===== src/rtl/mfr_pkg.sv =====
// Package for the marker framed float pair receiver.
// Holds widths, register indexes, config/item structs and the bound check.
// No dependencies.
package mfr_pkg;

    localparam int PAYLOAD_BYTES = 8;
    localparam int CNT_W         = $clog2(PAYLOAD_BYTES + 1);
    localparam int IDX_W         = $clog2(PAYLOAD_BYTES);
    localparam int BYTE_W        = 8;
    localparam int WORD_W        = 32;
    localparam int MAG_W         = 31;
    localparam int CFG_IDX_W     = 2;
    localparam int CFG_DATA_W    = 32;

    localparam logic [CFG_IDX_W-1:0] CFG_START_CODE = 2'd0;
    localparam logic [CFG_IDX_W-1:0] CFG_END_CODE   = 2'd1;
    localparam logic [CFG_IDX_W-1:0] CFG_BOUND      = 2'd2;

    localparam logic [BYTE_W-1:0] START_CODE_RST = 8'd91;
    localparam logic [BYTE_W-1:0] END_CODE_RST   = 8'd93;
    localparam logic [MAG_W-1:0]  BOUND_RST      = 31'h461C_4000;
    localparam logic [MAG_W-1:0]  EXP_ALL_ONES   = 31'h7F80_0000;

    typedef struct packed {
        logic [BYTE_W-1:0] start_code;
        logic [BYTE_W-1:0] end_code;
        logic [MAG_W-1:0]  bound;
    } mfr_cfg_t;

    typedef struct packed {
        logic              valid;
        logic [BYTE_W-1:0] rx_byte;
    } mfr_item_t;

    // |value| > bound, false when either side is NaN
    function automatic logic exceeds(input logic [WORD_W-1:0] bits,
                                     input logic [MAG_W-1:0] bound);
        logic [MAG_W-1:0] mag;
        mag = bits[MAG_W-1:0];
        if ((mag > EXP_ALL_ONES) || (bound > EXP_ALL_ONES))
        begin
            return 1'b0;
        end
        return mag > bound;
    endfunction

endpackage


===== src/rtl/mfr_if.sv =====
// Channel interfaces: received bytes, result pairs, config writes.
// Depends on mfr_pkg.
interface mfr_byte_if;
    logic                      valid;
    logic                      ready;
    logic [mfr_pkg::BYTE_W-1:0] rx_byte;
    modport source (output valid, output rx_byte, input ready);
    modport sink   (input valid, input rx_byte, output ready);
endinterface

interface mfr_pair_if;
    logic                      valid;
    logic                      ready;
    logic [mfr_pkg::WORD_W-1:0] held_x;
    logic [mfr_pkg::WORD_W-1:0] held_y;
    logic                      rejected;
    modport source (output valid, output held_x, output held_y, output rejected, input ready);
    modport sink   (input valid, input held_x, input held_y, input rejected, output ready);
endinterface

interface mfr_cfg_if;
    logic                          valid;
    logic                          ready;
    logic [mfr_pkg::CFG_IDX_W-1:0]  index;
    logic [mfr_pkg::CFG_DATA_W-1:0] data;
    modport source (output valid, output index, output data, input ready);
    modport sink   (input valid, input index, input data, output ready);
endinterface


===== src/rtl/marker_framed_float_pair_receiver.sv =====
// Top level of the marker framed float pair receiver.
// Depends on mfr_pkg, mfr_if, mfr_cfg_regs, mfr_in_stage, mfr_framer.
//
//  channel | role   | payload                           | request
//  rx      | sink   | rx_byte[7:0]                      | valid && ready
//  res     | source | held_x[31:0] held_y[31:0] rejected| valid && ready
//  cfg     | sink   | index[1:0] data[31:0]             | valid && ready
//
// One byte per cycle sustained while no result waits; a result shows on res once
// its closing byte has passed the input register, then the result register.
// rx.ready drops only while a result waits on res.ready.
// cfg.ready is always high. Reset clears frame state and the held pair.
module marker_framed_float_pair_receiver (
    input  logic       clk,
    input  logic       rst_n,
    mfr_byte_if.sink   rx,
    mfr_pair_if.source res,
    mfr_cfg_if.sink    cfg
);
    import mfr_pkg::*;

    mfr_cfg_t  regs;
    mfr_item_t item;
    logic      advance;

    mfr_cfg_regs u_cfg (
        .clk   (clk),
        .rst_n (rst_n),
        .cfg   (cfg),
        .regs  (regs)
    );

    mfr_in_stage u_in (
        .clk     (clk),
        .rst_n   (rst_n),
        .rx      (rx),
        .advance (advance),
        .item    (item)
    );

    mfr_framer u_frm (
        .clk     (clk),
        .rst_n   (rst_n),
        .regs    (regs),
        .item    (item),
        .advance (advance),
        .res     (res)
    );

endmodule


===== src/rtl/mfr_cfg_regs.sv =====
// Configuration register file: start code, end code, magnitude bound.
// Depends on mfr_pkg and mfr_cfg_if.
module mfr_cfg_regs (
    input  logic              clk,
    input  logic              rst_n,
    mfr_cfg_if.sink           cfg,
    output mfr_pkg::mfr_cfg_t regs
);
    import mfr_pkg::*;

    mfr_cfg_t regs_reg;

    assign cfg.ready = 1'b1;
    assign regs      = regs_reg;

    always_ff @(posedge clk or negedge rst_n)
    begin
        if (!rst_n)
        begin
            regs_reg.start_code <= START_CODE_RST;
            regs_reg.end_code   <= END_CODE_RST;
            regs_reg.bound      <= BOUND_RST;
        end
        else if (cfg.valid)
        begin
            unique case (cfg.index)
                CFG_START_CODE: regs_reg.start_code <= cfg.data[BYTE_W-1:0];
                CFG_END_CODE:   regs_reg.end_code   <= cfg.data[BYTE_W-1:0];
                CFG_BOUND:      regs_reg.bound      <= cfg.data[MAG_W-1:0];
                default:        ;
            endcase
        end
    end

endmodule


===== src/rtl/mfr_in_stage.sv =====
// Input register for received bytes, stalls when the result register is held.
// Depends on mfr_pkg and mfr_byte_if.
module mfr_in_stage (
    input  logic               clk,
    input  logic               rst_n,
    mfr_byte_if.sink           rx,
    input  logic               advance,
    output mfr_pkg::mfr_item_t item
);
    import mfr_pkg::*;

    logic              valid_reg;
    logic [BYTE_W-1:0] byte_reg;

    assign rx.ready     = !valid_reg || advance;
    assign item.valid   = valid_reg;
    assign item.rx_byte = byte_reg;

    always_ff @(posedge clk or negedge rst_n)
    begin
        if (!rst_n)
        begin
            valid_reg <= 1'b0;
        end
        else if (rx.ready)
        begin
            valid_reg <= rx.valid;
        end
    end

    always_ff @(posedge clk)
    begin
        if (rx.ready && rx.valid)
        begin
            byte_reg <= rx.rx_byte;
        end
    end

endmodule


===== src/rtl/mfr_framer.sv =====
// Frame tracking, payload store, float unpack and bound check, result register.
// Depends on mfr_pkg and mfr_pair_if.
module mfr_framer (
    input  logic               clk,
    input  logic               rst_n,
    input  mfr_pkg::mfr_cfg_t  regs,
    input  mfr_pkg::mfr_item_t item,
    output logic               advance,
    mfr_pair_if.source         res
);
    import mfr_pkg::*;

    logic              in_frame_reg, in_frame_next;
    logic [CNT_W-1:0]  count_reg, count_next;
    logic [BYTE_W-1:0] payload_reg [PAYLOAD_BYTES];
    logic [WORD_W-1:0] kept_x_reg, kept_y_reg;
    logic              out_valid_reg;
    logic              rejected_reg;

    logic              proc;
    logic              filling;
    logic              closing;
    logic              fire;
    logic              bad;
    logic [WORD_W-1:0] x_word, y_word;

    assign advance = !out_valid_reg || res.ready;
    assign proc    = item.valid && advance;
    assign filling = in_frame_reg && (count_reg < CNT_W'(PAYLOAD_BYTES));
    assign closing = in_frame_reg && !filling;
    assign fire    = proc && closing && (item.rx_byte == regs.end_code);

    assign x_word = {payload_reg[3], payload_reg[2], payload_reg[1], payload_reg[0]};
    assign y_word = {payload_reg[7], payload_reg[6], payload_reg[5], payload_reg[4]};
    assign bad    = exceeds(x_word, regs.bound) || exceeds(y_word, regs.bound);

    always_comb
    begin
        in_frame_next = in_frame_reg;
        count_next    = count_reg;
        if (filling)
        begin
            count_next = count_reg + CNT_W'(1);
        end
        else if (closing)
        begin
            in_frame_next = 1'b0;
            count_next    = '0;
        end
        if (item.rx_byte == regs.start_code)
        begin
            in_frame_next = 1'b1;
            count_next    = '0;
        end
    end

    always_ff @(posedge clk or negedge rst_n)
    begin
        if (!rst_n)
        begin
            in_frame_reg  <= 1'b0;
            count_reg     <= '0;
            kept_x_reg    <= '0;
            kept_y_reg    <= '0;
            out_valid_reg <= 1'b0;
        end
        else
        begin
            if (proc)
            begin
                in_frame_reg <= in_frame_next;
                count_reg    <= count_next;
            end
            if (fire && !bad)
            begin
                kept_x_reg <= x_word;
                kept_y_reg <= y_word;
            end
            if (advance)
            begin
                out_valid_reg <= fire;
            end
        end
    end

    always_ff @(posedge clk)
    begin
        if (proc && filling)
        begin
            payload_reg[count_reg[IDX_W-1:0]] <= item.rx_byte;
        end
        if (fire)
        begin
            rejected_reg <= bad;
        end
    end

    assign res.valid    = out_valid_reg;
    assign res.held_x   = kept_x_reg;
    assign res.held_y   = kept_y_reg;
    assign res.rejected = rejected_reg;

endmodule


===== src/flat_wrapper.sv =====
// flat-port wrapper written by rule: the top's interface ports become plain ports
module marker_framed_float_pair_receiver_flat import mfr_pkg::*;
  (clk, rst_n, rx_valid, rx_rx_byte, rx_ready, res_valid, res_held_x, res_held_y, res_rejected, res_ready, cfg_valid, cfg_index, cfg_data, cfg_ready);
  mfr_byte_if rx_i ();
  mfr_pair_if res_i ();
  mfr_cfg_if cfg_i ();
  input  logic clk;
  input  logic rst_n;
  input wire logic [$bits(rx_i.valid)-1:0] rx_valid;
  input wire logic [$bits(rx_i.rx_byte)-1:0] rx_rx_byte;
  output wire logic [$bits(rx_i.ready)-1:0] rx_ready;
  output wire logic [$bits(res_i.valid)-1:0] res_valid;
  output wire logic [$bits(res_i.held_x)-1:0] res_held_x;
  output wire logic [$bits(res_i.held_y)-1:0] res_held_y;
  output wire logic [$bits(res_i.rejected)-1:0] res_rejected;
  input wire logic [$bits(res_i.ready)-1:0] res_ready;
  input wire logic [$bits(cfg_i.valid)-1:0] cfg_valid;
  input wire logic [$bits(cfg_i.index)-1:0] cfg_index;
  input wire logic [$bits(cfg_i.data)-1:0] cfg_data;
  output wire logic [$bits(cfg_i.ready)-1:0] cfg_ready;
  assign rx_i.valid = rx_valid;
  assign rx_i.rx_byte = rx_rx_byte;
  assign rx_ready = rx_i.ready;
  assign res_valid = res_i.valid;
  assign res_held_x = res_i.held_x;
  assign res_held_y = res_i.held_y;
  assign res_rejected = res_i.rejected;
  assign res_i.ready = res_ready;
  assign cfg_i.valid = cfg_valid;
  assign cfg_i.index = cfg_index;
  assign cfg_i.data = cfg_data;
  assign cfg_ready = cfg_i.ready;
  marker_framed_float_pair_receiver u_core (.clk(clk), .rst_n(rst_n), .rx(rx_i), .res(res_i), .cfg(cfg_i));
endmodule

===== config.mk =====
export PLATFORM = sky130hd
export DESIGN_NAME = marker_framed_float_pair_receiver_flat
export DESIGN_NICKNAME = d
export VERILOG_FILES = /design/src/rtl/mfr_pkg.sv /design/src/rtl/mfr_if.sv /design/src/rtl/marker_framed_float_pair_receiver.sv /design/src/rtl/mfr_cfg_regs.sv /design/src/rtl/mfr_in_stage.sv /design/src/rtl/mfr_framer.sv /design/src/flat_wrapper.sv
export SDC_FILE = /design/constraint.sdc
export NUM_CORES = 1
export LEC_CHECK = 0
export ABC_AREA = 1
export BUFFER_PORTS_ARGS = -buffer_cell sky130_fd_sc_hd__buf_2
export CAP_MARGIN = 20
export CORE_MARGIN = 8
export CORE_UTILIZATION = 50
export CTS_CLUSTER_SIZE = 28
export DETAILED_ROUTE_END_ITERATION = 7
export PLACE_DENSITY = 0.78
export SYNTH_ARGS = -nofsm -noshare
export SYNTH_HDL_FRONTEND = slang
export SYNTH_SLANG_ARGS = --single-unit

===== constraint.sdc =====
create_clock -name clk -period 4.25 [get_ports clk]
set_input_delay 0 -clock clk [delete_from_list [all_inputs] [get_ports clk]]
set_output_delay 0 -clock clk [all_outputs]
set_load 0.02 [all_outputs]

==> impl_metrics.tcl <==
set metrics [dict create \
    layout.cells.most_common_list "sky130_fd_sc_hd__nand2_1 (278), sky130_fd_sc_hd__buf_2 (111), sky130_fd_sc_hd__nor2_1 (103)" \
    antenna_violations_before_repair 0 \
    timing.critical_path.arrival_ns 3.10 \
    finalSetupTns_ns 0 \
    min_period_ns 2.77 \
    hp-class "input port to register" \
    num_rows 49 \
    crit_path_top_delay_cell "sky130_fd_sc_hd__nand3_4" \
    final_min_period_over_clock_period 0.651 \
    finalHoldViolations 0 \
    timing.final.ws_setup_ns 1.48 \
    grt_start_max_net_pins 77 \
    dieArea_um2 23100 \
    hold_path_startpoint "cfg_valid" \
    synth_area_per_cell_um2 9.66 \
    remaining_drc_errors 0 \
    powerDensity_nw_per_um2 405 \
    grt_pass1_wl_mm 37.0 \
    regToRegStartpoint "u_core.u_cfg.regs[30]" \
    cts_tree "built" \
    cpMostUsedCell "sky130_fd_sc_hd__nand2_1" \
    globalplace.congestion 0.884 \
    vdd.ir_drop.worst_v 0.000318 \
    synth_sequential_area_ratio 0.560 \
    cts_inserted_buffers 17 \
    run_status "complete, no violations" \
    layout_commonest_cell "sky130_fd_sc_hd__nand2_1" \
    cts-root-buf "sky130_fd_sc_hd__clkbuf_16" \
    criticalPathCategory "register to register" \
    ys_seq_elements 191 \
    violation_count_after_the_first_detailed_routing_iteration 640 \
    preCtsSetupSlack_ns 1.50 \
    maxClockFrequency_ghz 0.362 \
    place_area_um2 9810 \
    crit_path_end_kind "register" \
    number_of_flip_flops_in_the_largest_register 64 \
    route.final.wire_length_mm 22.7 \
    vias 7193 \
    drt.antenna.violating_nets 0 \
    worst_relative_slew_slack 0.355 \
    tightestPinTransition_ns 0.968 \
    synth.yosys.warnings 0 \
    final_cell_area_um2 10800 \
    synth_cell_type_count 28 \
    drv_slew 0 \
    place.detailed.hpwl_mm 15.5 \
    critical_path_peak_fanout 64 \
    cts.sinks 191 \
    layout-drive-gt1-share 0.160 \
    cts_max_path_buffers 2 \
    cp_data_required_time_ns 4.58 \
    antennaDiodeCount 0 \
    dieWidth_um 152 \
    worstSkewPairLatency_ns 0.45 \
    rsz0062_at_grt "false" \
    worstSetupStartpoint "u_core.u_cfg.regs[30]" \
    avgViaCountPerCell 5.36 \
    route.detailed.wl_per_inst_um 16.9 \
    detail_route.first_pass.iterations 5 \
    track_usage 0.199 \
    post-cts-setup-buffers 0 \
    layout-area-overhead-vs-synth_pct 17.4 \
    numPortBuffers 112 \
    crit_path_cell_trace "inv_1 -> ha_1 -> nand2_1 -> nor2_2 -> nand3_1 -> nor2_1 -> nand2_1 -> nand2_1 -> nor2_1 -> nand2_2 -> nand3_4 -> nand2_1 -> nand2_1" \
    clkTransAtPathRegs_ns 0.08 \
    syn_area_um2 9230 \
    critical_path.startpoint_type "register" \
    cp_slowest_stage_delay_ns 0.59 \
    fin_hold_ws_ns 0.140 \
    grt_overflow 0 \
    setup_viol 0 \
    post_cts_resize_count 0 \
    grt_pass1_vias 7254 \
    timing.clock.skew_ns 0.0106 \
    design.portCount 115 \
    h-tree-depth 4 \
    core_um2 18000 \
    postSynthNetCount 1066 \
    floorplan.initialDensity 0.512 \
    p_leak_nw 5.46 \
    postSynthCellCount 956 \
    drv_cap 0 \
    fp.dieH_um 152 \
    finish.net_count 1210 \
]
==> synthesized netlist by cell type, drive strengths merged <==
master	n	area share
a21oi	45	0.024
inv	81	0.033
nand3	17	0.011
nand4	76	0.051
nor2	106	0.044
dfstp	17	0.048
clkbuf	8	0.0033
buf	28	0.031
o31ai	1	0.00081
dfrtp	101	0.27
nand2	283	0.12
xnor2	16	0.015
or2	1	0.00068
a21o	4	0.0033
o21a	1	0.00081
nand3b	1	0.00081
o21ai	29	0.016
conb	1	0.00041
edfxtp	73	0.24
nor3	4	0.0034
ha	63	0.085
==> power breakdown <==
group	internal, W	total (W)	leakage, nW	switching (W)
logic	0.000236	0.000647	3.00	0.000411
clock network	0.000818	0.00159	0.286	0.000772
registers	0.00205	0.00216	2.17	0.000108
==> worst max-delay path, delay by kind of cell, from the launching register on <==
family	cells	cell delay, ns
AND/OR/NAND/NOR	11	1.75
buffers and inverters	1	0.08
adder cells (fa/ha/maj)	1	0.30
flip-flops	1	0.53
==> worst paths after layout <==
kind                       slack, ns                          end  cells past startpoint
setup / recovery                1.48  u_core.u_frm.res.held_x[26]                     13
hold reg to reg                 0.47  u_core.u_frm.res.held_y[14]                      2
min in group asynchronous       0.24  u_core.u_frm.res.held_y[19]                      2
setup reg to reg                1.48  u_core.u_frm.res.held_x[26]                     13
hold / removal                  0.14        u_core.u_cfg.regs[42]                      3
max in group asynchronous       2.92        u_core.u_cfg.regs[39]                      3
==> metal layers <==
metal  routed length, um  GRT usage  part of all wire  vias to the layer above
met2               10900      0.324              0.48                      265
met1                9510      0.245              0.42                     3402
met5                   0          0                 0                        -
met4                 752     0.0905             0.033                        0
met3                1600     0.0500             0.070                       52
li1                    -          -                 -                     3474
==> what timing repair did <==
action,4_1_cts,5_1_grt
hold endpoints to repair,125,0
hold buffers,44,0
setup endpoints to repair,0,0
==> kinds of logic after synthesis <==
family / count (synthesis) / synth area share
flops: 191 / 0.560
compound gates: 80 / 0.0450
xor+xnor: 16 / 0.0152
simple gates: 488 / 0.227
buf+inv: 117 / 0.0672
other cells: 1 / 0.000406
fa+ha+maj: 63 / 0.0854
==> layout make-up <==
| type | count | area, um2 |
|---|---|---|
| clock inverter | 14 | 140 |
| multi-input combinational | 648 | 3450 |
| inverter | 81 | 304 |
| clock buffer | 18 | 450 |
| fill | 1488 | 7190 |
| sequential | 191 | 5170 |
| timing repair buffer | 161 | 1040 |
| tap | 229 | 287 |
==> metrics by stage <==
step	power, W	utilization	std cells
2_1_floorplan	0.00264	-	956
3_3_place_gp	0.00276	0.544	1266
3_5_place_dp	0.00280	0.544	1266
4_1_cts	0.00440	0.601	1342
5_1_grt	0.00459	0.601	1342
6_report	0.00439	0.601	1342
Note: power is estimated with default switching activity, not from simulation.
